## config.mk

```make
export PLATFORM = sky130hd
export DESIGN_NAME = button_pairing_key_set
export DESIGN_NICKNAME = d
export VERILOG_FILES = /design/src/design/bpks_pkg.sv /design/src/design/bpks_cell.sv /design/src/design/bpks_chain.sv /design/src/design/button_pairing_key_set.sv
export SDC_FILE = /design/constraint.sdc
export NUM_CORES = 1
export LEC_CHECK = 0
export BUFFER_PORTS_ARGS = -buffer_cell sky130_fd_sc_hd__buf_2
export CORE_ASPECT_RATIO = 1.2
export CORE_MARGIN = 4
export CORE_UTILIZATION = 59
export CTS_CLUSTER_SIZE = 8
export DETAILED_ROUTE_END_ITERATION = 8
export MAX_ROUTING_LAYER = met4
export PLACE_DENSITY = 0.78
export SKIP_LAST_GASP = 1
export SYNTH_ARGS = -nofsm -noshare
export SYNTH_HDL_FRONTEND = slang
export SYNTH_SLANG_ARGS = --single-unit
```

## constraint.sdc

```tcl
create_clock -name clk -period 6.3 [get_ports clk]
set_input_delay 0.315 -clock clk [delete_from_list [all_inputs] [get_ports clk]]
set_output_delay 0.315 -clock clk [all_outputs]
set_load 0.005 [all_outputs]
```

## src/design/bpks_pkg.sv

```systemverilog
// Package for the button pairing key set.
// Types, codes and constants shared by the chain, the cells, the top level and the checker.
// No dependencies.
`default_nettype none
package bpks_pkg;

	localparam int unsigned MAX_KEYS_DEF = 8;
	localparam logic [7:0]  NO_KEY = 8'hFF;
	localparam logic [31:0] LONG_PRESS_RESET = 32'd10000;

	// register index, taken from paddr[2]
	localparam logic REG_LONG_PRESS = 1'b0;

	typedef enum logic {
		S_IDLE,
		S_EVAL
	} state_t;

	typedef struct packed {
		logic        switch_pressed;
		logic [7:0]  key;
		logic [31:0] now_ms;
		logic [2:0]  read_index;
	} poll_t;

	typedef struct packed {
		logic       added;
		logic       cleared;
		logic [3:0] member_count;
		logic       set_full;
		logic       key_is_member;
		logic [7:0] member_at_index;
	} result_t;

	// control broadcast into the cell row
	typedef struct packed {
		logic       wr_en;
		logic [7:0] key;
		logic [2:0] rd_idx;
	} chain_ctl_t;

	// what falls out of the far end of the row
	typedef struct packed {
		logic       hit;
		logic [7:0] rd_data;
	} chain_stat_t;

endpackage
`default_nettype wire

```

## src/design/bpks_cell.sv

```systemverilog
// One slot of the key set: holds a key byte, compares it and passes hit and read data on.
// Depends on bpks_pkg.
`default_nettype none
module bpks_cell
	import bpks_pkg::*;
#(
	parameter int unsigned MAX_KEYS = MAX_KEYS_DEF,
	parameter int unsigned IDX = 0,
	localparam int unsigned CW = $clog2(MAX_KEYS + 1)
) (
	input  wire logic          clk,
	input  wire logic [CW-1:0] count,
	input  wire chain_ctl_t    ctl,
	input  wire logic          hit_in,
	input  wire logic [7:0]    rd_in,
	output logic               hit_out,
	output logic [7:0]         rd_out
);

	localparam bit REACH = (IDX < 8);

	logic [7:0] key_q;
	logic       occ;
	logic       rd_sel;

	assign occ = (CW'(IDX) < count);
	assign rd_sel = REACH && occ && (ctl.rd_idx == 3'(IDX));

	// slot is written only when it is the next free one
	always_ff @(posedge clk) begin
		if (ctl.wr_en && (count == CW'(IDX))) begin
			key_q <= ctl.key;
		end
	end

	assign hit_out = hit_in | (occ && (key_q == ctl.key));
	assign rd_out = rd_sel ? key_q : rd_in;

endmodule
`default_nettype wire

```

## src/design/bpks_chain.sv

```systemverilog
// Row of key cells; hit and read data ripple from cell 0 to the last cell.
// Depends on bpks_pkg and bpks_cell.
`default_nettype none
module bpks_chain
	import bpks_pkg::*;
#(
	parameter int unsigned MAX_KEYS = MAX_KEYS_DEF,
	localparam int unsigned CW = $clog2(MAX_KEYS + 1)
) (
	input  wire logic          clk,
	input  wire logic [CW-1:0] count,
	input  wire chain_ctl_t    ctl,
	output chain_stat_t        stat
);

	logic       hit_w [MAX_KEYS+1];
	logic [7:0] rd_w  [MAX_KEYS+1];

	assign hit_w[0] = 1'b0;
	assign rd_w[0] = 8'h00;

	for (genvar i = 0; i < MAX_KEYS; i++) begin : g_cell
		bpks_cell #(
			.MAX_KEYS(MAX_KEYS),
			.IDX(i)
		) u_cell (
			.clk(clk),
			.count(count),
			.ctl(ctl),
			.hit_in(hit_w[i]),
			.rd_in(rd_w[i]),
			.hit_out(hit_w[i+1]),
			.rd_out(rd_w[i+1])
		);
	end

	assign stat.hit = hit_w[MAX_KEYS];
	assign stat.rd_data = rd_w[MAX_KEYS];

endmodule
`default_nettype wire

```

## src/design/button_pairing_key_set.sv

```systemverilog
// Button pairing key set.
//
// Poll channel (poll_valid/poll_ready, payload poll): one transfer per switch
// poll carrying the switch level, a candidate key, a ms timestamp and a read index.
// Result channel (result_valid/result_ready, payload result): one transfer per poll.
// APB port: register 0 at byte address 0 is long_press_ms (reset 10000).
//
// Timing: a poll is registered at its transfer and evaluated against the cell row
// in the S_EVAL state that follows; its result is loaded into the output register
// at the end of an S_EVAL cycle in which that register is free or being taken,
// which sets result_valid. The poll channel is ready again in the cycle after the
// result loads, so a new poll is taken only once the previous result has loaded.
// A result waiting in the output register does not block the next poll transfer;
// evaluation of that poll waits until the register is free or being taken.
// Reset empties the set, marks the switch released, zeroes the press start and
// restores long_press_ms. No clearing pass is needed.
// Depends on bpks_pkg and bpks_chain.
`default_nettype none
module button_pairing_key_set
	import bpks_pkg::*;
#(
	parameter int unsigned MAX_KEYS = MAX_KEYS_DEF
) (
	input  wire logic        clk,
	input  wire logic        arst_n,
	input  wire logic        poll_valid,
	output logic             poll_ready,
	input  wire poll_t       poll,
	output logic             result_valid,
	input  wire logic        result_ready,
	output result_t          result,
	input  wire logic        psel,
	input  wire logic        penable,
	input  wire logic        pwrite,
	input  wire logic [2:0]  paddr,
	input  wire logic [31:0] pwdata,
	output logic [31:0]      prdata,
	output logic             pready
);

	localparam int unsigned CW = $clog2(MAX_KEYS + 1);
	localparam int unsigned XW = (CW > 3) ? CW : 3;

	state_t state_q, state_d;

	poll_t       item_q;
	result_t     res_q;
	logic        res_valid_q;
	logic [CW-1:0] count_q;
	logic        was_q;
	logic [31:0] start_q;
	logic [31:0] lp_q;

	logic        load;
	logic [31:0] elapsed;
	logic        long_hit;
	logic        pressed;
	logic        do_clear;
	logic        do_add;
	logic        do_start;
	logic [CW-1:0] new_count;
	logic [7:0]  at;
	result_t     res_d;

	chain_ctl_t  ctl;
	chain_stat_t stat;

	// APB
	assign pready = 1'b1;
	assign prdata = (paddr[2] == REG_LONG_PRESS) ? lp_q : 32'h0;

	always_ff @(posedge clk or negedge arst_n) begin
		if (!arst_n) begin
			lp_q <= LONG_PRESS_RESET;
		end else if (psel && penable && pwrite && (paddr[2] == REG_LONG_PRESS)) begin
			lp_q <= pwdata;
		end
	end

	// control FSM
	always_comb begin
		state_d = state_q;
		unique case (state_q)
			S_IDLE: if (poll_valid) state_d = S_EVAL;
			S_EVAL: if (load) state_d = S_IDLE;
			default: state_d = S_IDLE;
		endcase
	end

	always_comb begin
		poll_ready = 1'b0;
		load = 1'b0;
		unique case (state_q)
			S_IDLE: poll_ready = 1'b1;
			S_EVAL: load = !res_valid_q || result_ready;
			default: ;
		endcase
	end

	always_ff @(posedge clk or negedge arst_n) begin
		if (!arst_n) begin
			state_q <= S_IDLE;
		end else begin
			state_q <= state_d;
		end
	end

	always_ff @(posedge clk) begin
		if (poll_valid && poll_ready) begin
			item_q <= poll;
		end
	end

	// poll decision
	assign pressed = item_q.switch_pressed;
	assign elapsed = item_q.now_ms - start_q;
	assign long_hit = was_q && (elapsed > lp_q);
	assign do_clear = pressed && long_hit;
	assign do_add = pressed && !long_hit && (item_q.key != NO_KEY) && !stat.hit
		&& (count_q < CW'(MAX_KEYS));
	assign do_start = pressed && !long_hit && !do_add && !was_q;

	assign ctl.wr_en = load && do_add;
	assign ctl.key = item_q.key;
	assign ctl.rd_idx = item_q.read_index;

	bpks_chain #(
		.MAX_KEYS(MAX_KEYS)
	) u_chain (
		.clk(clk),
		.count(count_q),
		.ctl(ctl),
		.stat(stat)
	);

	always_comb begin
		if (do_clear) begin
			new_count = '0;
		end else if (do_add) begin
			new_count = count_q + CW'(1);
		end else begin
			new_count = count_q;
		end
	end

	// read data after the update: a fresh key lands at the old count
	always_comb begin
		if (do_clear) begin
			at = 8'h00;
		end else if (do_add && (XW'(item_q.read_index) == XW'(count_q))) begin
			at = item_q.key;
		end else begin
			at = stat.rd_data;
		end
	end

	always_comb begin
		res_d.added = do_add;
		res_d.cleared = do_clear;
		res_d.member_count = 4'(new_count);
		res_d.set_full = (new_count == CW'(MAX_KEYS));
		res_d.key_is_member = (item_q.key != NO_KEY) && !do_clear && (do_add || stat.hit);
		res_d.member_at_index = at;
	end

	always_ff @(posedge clk or negedge arst_n) begin
		if (!arst_n) begin
			count_q <= '0;
			was_q <= 1'b0;
			start_q <= 32'h0;
			res_valid_q <= 1'b0;
		end else begin
			if (load) begin
				count_q <= new_count;
				was_q <= pressed;
				if (do_start) begin
					start_q <= item_q.now_ms;
				end
				res_valid_q <= 1'b1;
			end else if (result_ready) begin
				res_valid_q <= 1'b0;
			end
		end
	end

	always_ff @(posedge clk) begin
		if (load) begin
			res_q <= res_d;
		end
	end

	assign result_valid = res_valid_q;
	assign result = res_q;

endmodule
`default_nettype wire

```

Word level (Yosys, flattened, before mapping)
Cells that the tools add are included.

Register bits: 195. Bits of input ports: 86. Output and inout port bits: 51. Logic and storage cells: 141.

$add $sub $neg: 2. Magnitude comparators: 10. Equal/unequal tests: 25. Mux-type cells: 19. Bitwise logic cells: 9. Reductions and logical operators: 52.

Operators by type and width (count): 8-bit 2-to-1 mux (9); 8-bit == test (8); 1-bit logical AND (40); 32-bit > comparator (1); 32-bit 2-to-1 mux (1); 32-bit subtractor (1); 4-bit by 3-bit == test with 1-bit output (second input constant) (4); 3-bit by 4-bit less-than comparator with 1-bit output (first input constant) (4); 3-bit == test (second input constant) (4); 4-bit by 2-bit == test with 1-bit output (second input constant) (2); 1-bit by 4-bit less-than comparator with 1-bit output (first input constant) (2); 2-bit by 4-bit less-than comparator with 1-bit output (first input constant) (2); 4-bit 2-to-1 mux (2); 8-bit inequality test (second input constant) (1); 1-bit OR (7); 3-bit by 2-bit == test with 1-bit output (second input constant) (2); 1-bit zero test (6); 1-bit 2-to-1 mux (6); 4-bit by 1-bit adder with 4-bit output (second input constant) (1); 3-bit by 4-bit == test with 1-bit output (1); 4-bit by 1-bit == test with 1-bit output (second input constant) (1); 4-bit == test (second input constant) (1); 4-bit zero test (1); 4-bit less-than comparator (second input constant) (1); 7 further kinds (9).

Longest topological paths before layout
Gate-level depths: netlist (run 1).

Depth in word-level cells: 16. Depth in mapped cells: 22. Depth with buffers taken out: 22.

By module
A second synthesis (run 1) with hierarchy kept.

Cells, all modules: 962. Area, all modules: 11499.8 um^2.

By module, submodules not included: button_pairing_key_set (times used 1, cells each 707, area an instance 7761.2 um^2, sequential area each 3584.7 um^2); bpks_cell (u_chain.g_cell[2].u_cell ...) (times used 2, cells each 32, area an instance 462.9 um^2, sequential area each 240.2 um^2); bpks_cell (u_chain.g_cell[3].u_cell ...) (times used 2, cells each 32, area an instance 460.4 um^2, sequential area each 240.2 um^2); bpks_cell (u_chain.g_cell[1].u_cell) (times used 1, cells each 31, area an instance 484.2 um^2, sequential area each 240.2 um^2); bpks_cell (u_chain.g_cell[0].u_cell) (times used 1, cells each 31, area an instance 483.0 um^2, sequential area each 240.2 um^2); bpks_cell (u_chain.g_cell[4].u_cell) (times used 1, cells each 33, area an instance 469.2 um^2, sequential area each 240.2 um^2); bpks_cell (u_chain.g_cell[7].u_cell) (times used 1, cells each 30, area an instance 444.2 um^2, sequential area each 240.2 um^2); bpks_chain (times used 1, cells each 2, area an instance 11.3 um^2, sequential area each 0.0 um^2).

Worst setup path before layout (run 1)
No wires, ideal clock.

Path type: reg2reg. Start: register item_q[3] (netlist bit). End: register u_chain.g_cell[6].u_cell.key_q[0], enable pin. Library setup time: 0.398 ns. Data arrival time: 4.919 ns. Required time: 5.902 ns. Setup slack: 0.984 ns. Stages on the path, launching flop included: 21. Buffers on the path: 0. Period minus slack after synthesis: 5.316 ns. Cells stage by stage: edfxtp_1 > inv_1 > ha_1 > inv_1 > fa_1 > a21o_1 > a41o_1 > o21ba_2 > o21ai_0 > o31ai_1 > a31o_2 > a21oi_1 > xnor2_1 > ha_1 > nand2_1 > o21ai_0 > a221oi_1 > a21oi_1 > o211ai_1 > nand3_1 > nor4b_1.

Longest elaborated chain between the ends: 10.

RTL lines: start: declaration (RTL line button_pairing_key_set.sv:46) `poll_t item_q;`; start signal: assignment (RTL line button_pairing_key_set.sv:110) `item_q <= poll;`; 32-bit subtractor (RTL line button_pairing_key_set.sv:116) `assign elapsed = item_q.now_ms - start_q;`; 32-bit > comparator (RTL line button_pairing_key_set.sv:117) `assign long_hit = was_q && (elapsed > lp_q);`; 1-bit logical AND (RTL line button_pairing_key_set.sv:117); 1-bit zero test (RTL line button_pairing_key_set.sv:119) `assign do_add = pressed && !long_hit && (item_q.key != NO_KEY) && !stat.hit`; 1-bit logical AND (3 in a row) (RTL line button_pairing_key_set.sv:119); 1-bit logical AND (RTL line button_pairing_key_set.sv:120) `&& (count_q < CW'(MAX_KEYS));`; 1-bit logical AND (RTL line button_pairing_key_set.sv:123) `assign ctl.wr_en = load && do_add;`; 1-bit logical AND (RTL line bpks_cell.sv:31) `if (ctl.wr_en && (count == CW'(IDX))) begin`; end signal: assignment (RTL line bpks_cell.sv:32) `key_q <= ctl.key;`; end: declaration (RTL line bpks_cell.sv:22) `logic [7:0] key_q;`.

No other way between the ends. A chain may end at the register's enable or synchronous reset.

Worst setup path in the final report (run 1)
Start: register item_q[3] (netlist bit). End: register u_chain.g_cell[6].u_cell.key_q[6], enable pin.

Same word-level chain as after synthesis.

==> flow_summary.yaml, run 1 <==
timing:
  rsz0062_at_grt: "false"
  finClkSkew_ps: 8.58
  min_period_ps: 5450
  setup_tns_ps: 0
  drv_slew: 0
  worst_pin_slew_ps: 951
  period_share_pct: 86.6
  setup_violations: 0
  hold_viol_final: 0
  slew_headroom_pct: 36.6
  fmax_mhz: 183
logic_synthesis:
  synth_area_um2: 10500
  yosys_warnings: 0
  ys_ff_latch: 195
  async_reset_ff_share_pct: 36.4
  synth_nets: 1093
  synth.top_cell.area_share_pct: 35.3
  synth-edff-count: 124
  synth_common_cells: "edfxtp_1, inv_1, nor2_1"
  avgSynthCellArea_um2: 11.2
  synth.largest_area_cell: "edfxtp_1"
  yosysMostFrequentCell: "edfxtp_1"
  synth.distinct_cells: 63
  synth_flop_cell: "edfxtp_1"
  synthCells: 940
  ys_seq_area_share_pct: 52.2
  synth.area.top_cells: "edfxtp_1, dfrtp_1, ha_1"
power:
  peakVddDrop_uv: 266
  leakage_uw: 0.00524
  p_per_area_nw_per_um2: 472
  p_total_uw: 5710
global_routing:
  grt_use_total_pct: 24.8
  grt_max_degree: 72
  grt_pass1_vias: 7631
  grt_pass1_wl_mm: 38.0
  grt.overflow.total: 0
  antenna_found_initial: 0
clock_network:
  postCtsSetupRepairBufs: 0
  clock-sinks: 195
  clockRootBuffer: "clkbuf_16"
  hold_buffers: 0
  path_clk_slew_ps: 70
  htreeDepth: 4
  cts-resized-gates: 0
  cts_inserted_buffers: 17
  clock_latency_ps: 440
  cts_tree: "done"
  clockBufferDepth: 2
setup_path:
  startpoint_type: "flop"
  critical_path.top_delay_family: "compound AO/OA/AOI/OAI gates"
  worst_setup_path_end_kind: "flop"
  arrival_ps: 5600
  path_max_fanout: 8
  required_ps: 6440
  critical_path_class: "reg2reg"
  crit_chain: "inv_1, ha_1, inv_1, fa_1, a21o_1, a41o_1, o21ba_2, o211ai_1, nand3b_1, a21oi_1, nor4b_1, a311o_1, ha_1, nand4_1, nor2_1, a221oi_1, a21oi_1, o211ai_1, nand3_1, nor4b_1, buf_4"
  critPathBufInv: 3
  crit_path_max_incr_delay_ps: 430
  cp_slowest_cell: "o211ai_1"
drt:
  vias: 7497
  drt-initial-drc-count: 527
  wl_per_cell_um: 17.8
  ant_nets: 0
  totalWireLength_mm: 23.4
  first_pass_iters: 5
  via_per_inst: 5.71
  drc: 0
floorplan:
  rows: 53
  dieArea_um2: 20100
  initial_core_util_pct: 60.2
  dieWidth_um: 130
  pin_count: 137
  fp.dieH_um: 154
  core_um2: 17500
final_layout:
  nets: 1233
  nFillCells: 1354
  ff_latch_area_um2: 5510
  diodes: 0
  multiInputGateArea_um2: 4610
  syn2layout_area_growth_pct: 14.6
  drive_above_1_share_pct: 21.4
flow_run:
  drv_cap: 0
hold_path:
  hp-class: "in2async"
placed_design:
  finalWeightedCongestion: 0.907
  portBuffers: 133
  place_hpwl_mm: 17.2
status:
  outcome: "complete, no violations"
==> layout by cell type, fill, tap and decap left out, drive strengths merged, types with 7 or more instances in the layout <==
cell / netlist / layout
clkbuf: 18 / 17
a21oi: 41 / 41
xnor2: 55 / 55
nor2: 69 / 69
inv: 82 / 90
nand2: 62 / 62
a21o: 20 / 20
xor2: 43 / 43
a22oi: 16 / 16
nand4: 20 / 20
o211ai: 7 / 7
mux2i: 10 / 10
o21ai: 52 / 52
ha: 66 / 66
nor3: 16 / 16
nor4: 12 / 12
mux2: 37 / 37
edfxtp: 124 / 124
buf: 10 / 149
nand3: 21 / 21
dfrtp: 66 / 66
==> registers in the layout, indices dropped and copies added, names as in the netlist <==
signal,cells
u_chain.g_cell.u_cell.key_q,64
item_q,32
lp_q,32
start_q,32
result,16
ctl,11
count_q,4
pressed,1
result_valid,1
state_q,1
was_q,1
==> worst paths after layout <==
check | start | end | slack, ps | depth (start not counted)
max in group asynchronous | arst_n | count_q[2] | 5660 | 1
min in group clk | poll[30] | item_q[30] | 50 | 1
min reg2reg | item_q[25] | start_q[22] | 490 | 2
max reg2reg | item_q[3] | u_chain.g_cell[6].u_cell.key_q[6] | 850 | 21
min | arst_n | lp_q[11] | 1 | 1
max | item_q[3] | u_chain.g_cell[6].u_cell.key_q[6] | 850 | 21
==> cell type report <==
class	instances	area share, %
flip-flops and latches	195	45.6
multi-input cells	634	38.2
repair buffers	149	6.52
clock buffers	17	3.52
inverters	83	2.58
well taps	220	2.28
clock inverters	15	1.37
==> worst register-to-register path, delay by kind of cell, from the launching register on <==
family,cells,cell delay (ps)
flip-flops,1,380
AO/OA/AOI/OAI,9,2450
AND/OR/NAND/NOR,6,1110
buffers and inverters,3,360
adder cells (fa/ha/maj),3,850
==> where the power goes <==
group,switching (µW),leakage [µW],internal [µW],total [µW]
combinational,1560,0.00295,1150,2710
clock,510,0.000289,565,1080
sequential,185,0.00200,1730,1920
total,2260,0.00524,3450,5710
==> metrics by stage <==
step / setup slack, ps / hold WS [ps] / instances / cell area [µm²] / utilization [%]
after detailed placement: 903 / 479 / 1281 / 11500 / 65.7
after CTS: 866 / 27.0 / 1313 / 12100 / 69.0
after floorplan: 984 / 19.4 / 940 / 10500 / -
after global routing: 346 / 30.0 / 1313 / 12100 / 69.0
final: 846 / 0.984 / 1313 / 12100 / 69.0
after global placement: 1010 / 469 / 1281 / 11500 / 65.7
==> per-layer routing <==
| layer | global-route usage [%] | share of wire (%) | up-vias |
|---|---|---|---|
| met2 | 41.3 | 51 | 268 |
| met1 | 31.1 | 41 | 3533 |
| met5 | - | 0 | - |
| met4 | 7.97 | 1.7 | 0 |
| met3 | 3.97 | 5.9 | 31 |
| li1 | - | - | 3665 |
==> kinds of logic (layout without fill, tap and decap cells) <==
kind of cell | count (synthesis) | count (layout) | share of synthesized area (%)
flops | 195 | 195 | 52.2
compound gates | 186 | 186 | 11.6
fa+ha+maj | 67 | 67 | 8.02
buf+inv | 111 | 264 | 4.15
simple gates | 235 | 235 | 10.9
xor+xnor | 98 | 98 | 8.14
mux | 47 | 47 | 4.90
other cells | 1 | 1 | 0.0356
(Power assumes the default switching activity.)
==> run 2, diff against run 1 <==
--- a/config.mk
+++ b/config.mk
@@ -8,11 +8,11 @@
 export BUFFER_PORTS_ARGS = -buffer_cell sky130_fd_sc_hd__buf_2
 export CORE_ASPECT_RATIO = 1.2
 export CORE_MARGIN = 4
-export CORE_UTILIZATION = 59
+export CORE_UTILIZATION = 53
 export CTS_CLUSTER_SIZE = 8
 export DETAILED_ROUTE_END_ITERATION = 8
 export MAX_ROUTING_LAYER = met4
-export PLACE_DENSITY = 0.78
+export PLACE_DENSITY = 0.74
 export SKIP_LAST_GASP = 1
 export SYNTH_ARGS = -nofsm -noshare
 export SYNTH_HDL_FRONTEND = slang
==> constraint.sdc (replaced) <==
create_clock -name clk -period 5 [get_ports clk]
set_input_delay 0.25 -clock clk [delete_from_list [all_inputs] [get_ports clk]]
set_output_delay 0.25 -clock clk [all_outputs]
set_load 0.005 [all_outputs]
==> run 2 against run 1 <==
Against the previous run:
- register-to-register slack worse by 660 ps
- largest cell class unchanged
- first-iteration DRC count up 5.5%
- core utilization down 3.8 points
- maximum frequency up 13%
- routed wire length up 6.7%
- critical path type unchanged
- hold slack better by 11 ps
- global-route usage down 1.1 points
- cell count up 7.2%
- critical endpoint is now u_chain.g_cell[6].u_cell.key_q[2]
==> flow_summary.yaml, run 2 (synthesis results as in run 1) <==
clock_network:
  htreeDepth: 4
  clockRootBuffer: "clkbuf_16"
  cts_tree: "done"
  clock-sinks: 195
  clockBufferDepth: 2
  clock_latency_ps: 450
  path_clk_slew_ps: 70
  cts_inserted_buffers: 17
timing:
  worst_slack_ps: 190
  setup_tns_ps: 0
  drv_slew: 0
  hold_viol_final: 0
  fmax_mhz: 208
  min_period_ps: 4810
  finClkSkew_ps: 12.8
  period_share_pct: 96.2
  worst_pin_slew_ps: 1010
  setup_violations: 0
  slew_headroom_pct: 32.4
final_layout:
  mostFrequentLayoutCells: "buf_2, edfxtp_1, inv_1"
  nets: 1287
  final_cell_area_um2: 12700
  largest_reg_flops: 64
  multiInputGateArea_um2: 4740
  ff_latch_area_um2: 5510
  mostFrequentLayoutCell: "buf_2"
  drive_above_1_share_pct: 23.2
  final_cells: 1408
  diodes: 0
  nFillCells: 1507
  syn2layout_area_growth_pct: 20.9
  top_register: "u_chain.g_cell.u_cell.key_q"
placed_design:
  pre_cts_ws_ps: 34.8
  finalWeightedCongestion: 0.919
  placed_area_um2: 11600
  numPlacedInstances: 1331
  place_hpwl_mm: 17.8
  portBuffers: 133
power:
  p_per_area_nw_per_um2: 581
  p_total_uw: 7400
  peakVddDrop_uv: 303
  leakage_uw: 0.00546
floorplan:
  dieArea_um2: 22200
  core_um2: 19500
  pin_count: 137
  fp.dieH_um: 162
  rows: 56
  dieWidth_um: 137
  initial_core_util_pct: 53.9
setup_path:
  r2r-end: "u_chain.g_cell[6].u_cell.key_q[2]"
  rr_worst_depth: 23
  required_ps: 5150
  arrival_ps: 4960
  r2r_start: "item_q[3]"
  critical_path_class: "reg2reg"
  startpoint_type: "flop"
  rrSetupSlack_ps: 190
  worst_setup_path_end_kind: "flop"
  path_max_fanout: 8
drt:
  drc: 0
  first_pass_iters: 7
  totalWireLength_mm: 25.0
  via_per_inst: 5.60
  vias: 7885
  wl_per_cell_um: 17.7
  drt-initial-drc-count: 556
  ant_nets: 0
global_routing:
  antenna_found_initial: 0
  grt_pass1_vias: 7937
  grt_use_total_pct: 23.7
  grt_max_degree: 72
  grt_pass1_wl_mm: 39.8
  grt.overflow.total: 0
status:
  outcome: "complete, no violations"
hold_path:
  hp-class: "in2reg"
  min-delay-start: "poll[39]"
  hold_path_end: "ctl[7]"
  hold_depth: 1
flow_run:
  drv_cap: 0
==> run 2: per-stage QoR <==
| stage | util, % | hold slack, ps |
|---|---|---|
| after floorplan | - | -45.6 |
| after global placement | 59.5 | 427 |
| after detailed placement | 59.5 | 428 |
| after CTS | 64.4 | 1.57 |
| after global routing | 65.2 | 5.18 |
| final | 65.2 | 12.5 |
==> run 2: where the power goes <==
group          total, µW  switching, µW  leakage, µW  internal (µW)
clock               1290            638     0.000273            649
sequential          2450            261      0.00200           2180
combinational       3670           2060      0.00320           1620
total               7400           2950      0.00546           4450
==> run 2: timing repair <==
item                                    in CTS  in global routing
endpoints found under the setup margin       0                 83
hold endpoints to repair                    96                  1
gates resized for setup                      0                 26
buffers inserted                             0                  2
hold buffers                                42                  1
==> run 2: how the worst max path moves through the flow <==
| stage | startpoint | endpoint | slack, ps |
|---|---|---|---|
| floorplan | item_q[3] | u_chain.g_cell[4].u_cell.key_q[0] | -220 |
| global placement | item_q[3] | u_chain.g_cell[6].u_cell.key_q[7] | 130 |
| detailed placement | item_q[3] | u_chain.g_cell[6].u_cell.key_q[4] | 30 |
| CTS | item_q[3] | u_chain.g_cell[5].u_cell.key_q[3] | 20 |
| global route | item_q[3] | u_chain.g_cell[6].u_cell.key_q[2] | -80 |
| finish | item_q[3] | u_chain.g_cell[6].u_cell.key_q[2] | 190 |
==> run 2: cell type report <==
class                      count  share of cell area, %
tap                          261                   2.56
timing repair buffer         203                   10.3
clock buffer                  17                   3.34
inverter                      83                   2.44
sequential                   195                   43.2
multi-input combinational    634                   37.2
clock inverter                15                  0.952
==> run 2: critical path, stage by stage (launching register included) <==
cell	delay, ps
edfxtp_1	380
inv_1	70
ha_1	150
inv_1	60
fa_2	360
a21o_1	190
a41o_1	230
o21ba_2	220
o211ai_1	180
nand3b_1	170
a21oi_2	190
nor4b_1	70
a311o_1	290
ha_1	290
nand4_1	140
nor2_2	70
a221oi_2	290
a21oi_2	100
o211ai_1	190
buf_4	170
nand3_1	80
buf_6	170
nor4b_2	230
buf_4	230
==> run 2: layer usage <==
layer	routed length [µm]	track usage, %	up-vias
li1	-	-	3775
met1	10400	29.0	3765
met2	12500	39.6	275
met3	1260	4.30	70
met4	787	8.02	0
met5	0	-	-
==> run 3, diff against run 2 <==
--- a/config.mk
+++ b/config.mk
@@ -5,6 +5,7 @@
 export SDC_FILE = /design/constraint.sdc
 export NUM_CORES = 1
 export LEC_CHECK = 0
+export ABC_AREA = 1
 export BUFFER_PORTS_ARGS = -buffer_cell sky130_fd_sc_hd__buf_2
 export CORE_ASPECT_RATIO = 1.2
 export CORE_MARGIN = 4
==> constraint.sdc (replaced) <==
create_clock -name clk -period 5 [get_ports clk]
set_input_delay 0.25 -clock clk [delete_from_list [all_inputs] [get_ports clk]]
set_output_delay 0.25 -clock clk [all_outputs]
set_load 0.02 [all_outputs]
==> run 3 against run 2 <==
Against the previous run:
- synthesized area grew 6.8%
- critical endpoint is now u_chain.g_cell[2].u_cell.key_q[5]
- critical path type unchanged
- register-to-register slack improved by 200 ps
- cell count up 25%
- non-clock buffer count fell by 8
- hold slack improved by 5.3 ps
- combinational power fell by 5.7%
- clock power is 5% higher
- power decreased by 2.6%
- clock-buffer cell count up 2
- maximum frequency grew 4.4%
- core utilization down 1.7 points
==> flow_summary.yaml, run 3 <==
status:
  outcome: "complete, no violations"
global_routing:
  grt_pass1_wl_mm: 45.1
  grt_use_total_pct: 24.8
  grt_max_degree: 72
  grt.overflow.total: 0
  grt_pass1_vias: 9060
  antenna_found_initial: 0
timing:
  drv_slew: 0
  finClkSkew_ps: 11.5
  min_period_ps: 4610
  setup_tns_ps: 0
  setup_violations: 0
  worst_pin_slew_ps: 920
  hold_viol_final: 0
  fmax_mhz: 217
  period_share_pct: 92.1
  fin_hold_ws_ps: 17.8
  slew_headroom_pct: 38.7
  rsz0062_at_grt: "false"
drt:
  wl_per_cell_um: 16.0
  vias: 9278
  drt-initial-drc-count: 681
  totalWireLength_mm: 28.0
  via_per_inst: 5.28
  first_pass_iters: 6
  drc: 0
  ant_nets: 0
floorplan:
  initial_core_util_pct: 53.9
  dieWidth_um: 141
  core_um2: 20900
  pin_count: 137
  dieArea_um2: 23700
  rows: 58
  fp.dieH_um: 168
final_layout:
  diodes: 0
  nFillCells: 1743
  mostFrequentLayoutCells: "nand2_1, inv_1, nor2_1"
  drive_above_1_share_pct: 15.3
  top_register: "u_chain.g_cell.u_cell.key_q"
  syn2layout_area_growth_pct: 17.8
  largest_reg_flops: 64
  nets: 1627
  final_util_pct: 63.5
  mostFrequentLayoutCell: "nand2_1"
clock_network:
  path_clk_slew_ps: 80
  cts_tree: "done"
  clock_latency_ps: 430
  clockBufferDepth: 2
  clockRootBuffer: "clkbuf_16"
  clock-sinks: 195
  htreeDepth: 4
  cts_inserted_buffers: 17
logic_synthesis:
  yosys_warnings: 0
  synth_area_um2: 11300
  avgSynthCellArea_um2: 8.73
  synth.top_cell.area_share_pct: 33.1
  synth_flop_cell: "edfxtp_1"
  synth.distinct_cells: 48
  synth.largest_area_cell: "edfxtp_1"
  synthCells: 1290
  ys_ff_latch: 195
  synth.area.top_cells: "edfxtp_1, dfrtp_1, nand2_1"
  async_reset_ff_share_pct: 36.4
  yosysMostFrequentCell: "nand2_1"
  synth_common_cells: "nand2_1, inv_1, nor2_1"
  ys_seq_area_share_pct: 48.9
  synth-edff-count: 124
  synth_nets: 1443
setup_path:
  path_max_fanout: 8
  startpoint_type: "flop"
  arrival_ps: 4750
  critical_path_class: "reg2reg"
  critical_path.top_delay_family: "simple AND/OR/NAND/NOR gates"
  required_ps: 5140
  rr_worst_depth: 26
  crit_path_max_incr_delay_ps: 400
  critPathBufInv: 5
  worst_setup_path_end_kind: "flop"
  cp_slowest_cell: "fa_1"
  crit_top_cell: "inv_1"
  crit_cells: 26
power:
  peakVddDrop_uv: 299
  leakage_uw: 0.00633
  p_per_area_nw_per_um2: 544
placed_design:
  portBuffers: 133
  place_hpwl_mm: 20.4
  finalWeightedCongestion: 0.932
flow_run:
  drv_cap: 0
hold_path:
  hp-class: "in2async"
-- run 3: changes by cell type after synthesis, moves of 18 or more --
cell,delta
a21oi_1,+51
inv_1,+114
mux2_2,-37
nand2_1,+222
nand3_1,+21
nor2_1,+83
o21ai_2,+18
xnor2_1,-18
-- run 3: final cells by class --
cell class	instances	area [µm²]	share of cell area (%)
Timing Repair Buffer	195	1250	9.45
Clock buffer	19	433	3.26
Clock inverter	13	143	1.08
Sequential cell	195	5510	41.5
Tap cell	270	338	2.55
Inverter	203	767	5.78
Multi-Input combinational cell	862	4820	36.4
-- run 3: stage by stage --
stage	cell area, µm²	power, µW	std cells	worst slack (ps)
global route	13300	7820	1757	12.7
detailed placement	12200	5790	1680	92.0
global placement	12200	5690	1680	175
CTS	13200	7190	1754	63.1
floorplan	11300	4910	1290	512
finish	13300	7210	1757	394
-- run 3: logic make-up after synthesis --
logic type               after synthesis  synth area share [%]
adder cells (fa/ha/maj)               67                  7.51
AND/OR/NAND/NOR                      529                  19.6
AO/OA/AOI/OAI                        199                  10.3
flip-flops                           195                  48.9
other                                  1                0.0333
XOR/XNOR                              66                  5.13
buffers and inverters                233                  8.51
-- run 3: power breakdown --
group / switching [µW] / total (µW) / internal, µW
combinational: 2190 / 3460 / 1270
sequential: 248 / 2400 / 2150
clock: 646 / 1350 / 708
total: 3080 / 7210 / 4130
-- run 3: path summary, 6_finish.rpt --
check / to / startpoint / slack (ps)
worst max-delay path: u_chain.g_cell[2].u_cell.key_q[5] / item_q[3] / 390
max in group asynchronous: lp_q[7] / arst_n / 4360
worst min-delay path: count_q[2] / arst_n / 20
worst min register to register: start_q[17] / start_q[17] / 480
min in group clk: lp_q[8] / pwdata[8] / 60
worst max register to register: u_chain.g_cell[2].u_cell.key_q[5] / item_q[3] / 390
-- run 3: repair_timing --
action	in CTS	in global routing
buffers inserted	0	1
resized for setup	0	9
setup endpoints to repair	0	111
hold endpoints to repair	42	2
hold buffers	42	2
-- run 3: metal layers --
metal  up-vias  global-route usage (%)  routed length [µm]
li1       4568                       -                   -
met1      4376                    28.3               11100
met2       273                    43.8               14900
met3        61                    3.68                1070
met4         0                    9.90                1020
met5         -                       -                   0
-- run 3: worst reg2reg max path, cell delays in order, from the launching register on --
cell,delay (ps)
edfxtp_1,360
inv_1,80
ha_1,160
inv_1,70
fa_1,400
nand2_1,80
nand2_1,50
o21ai_0,140
inv_1,130
nand3_1,90
nand3_1,190
a21boi_2,210
o21ai_0,150
a21oi_1,200
xnor2_1,100
ha_1,280
nand4_1,150
nor3_4,190
nand4_1,100
nor2_1,110
nor2_1,60
nand2_2,180
nand3_4,180
nor2_4,170
inv_2,100
nor3_1,200
buf_4,210
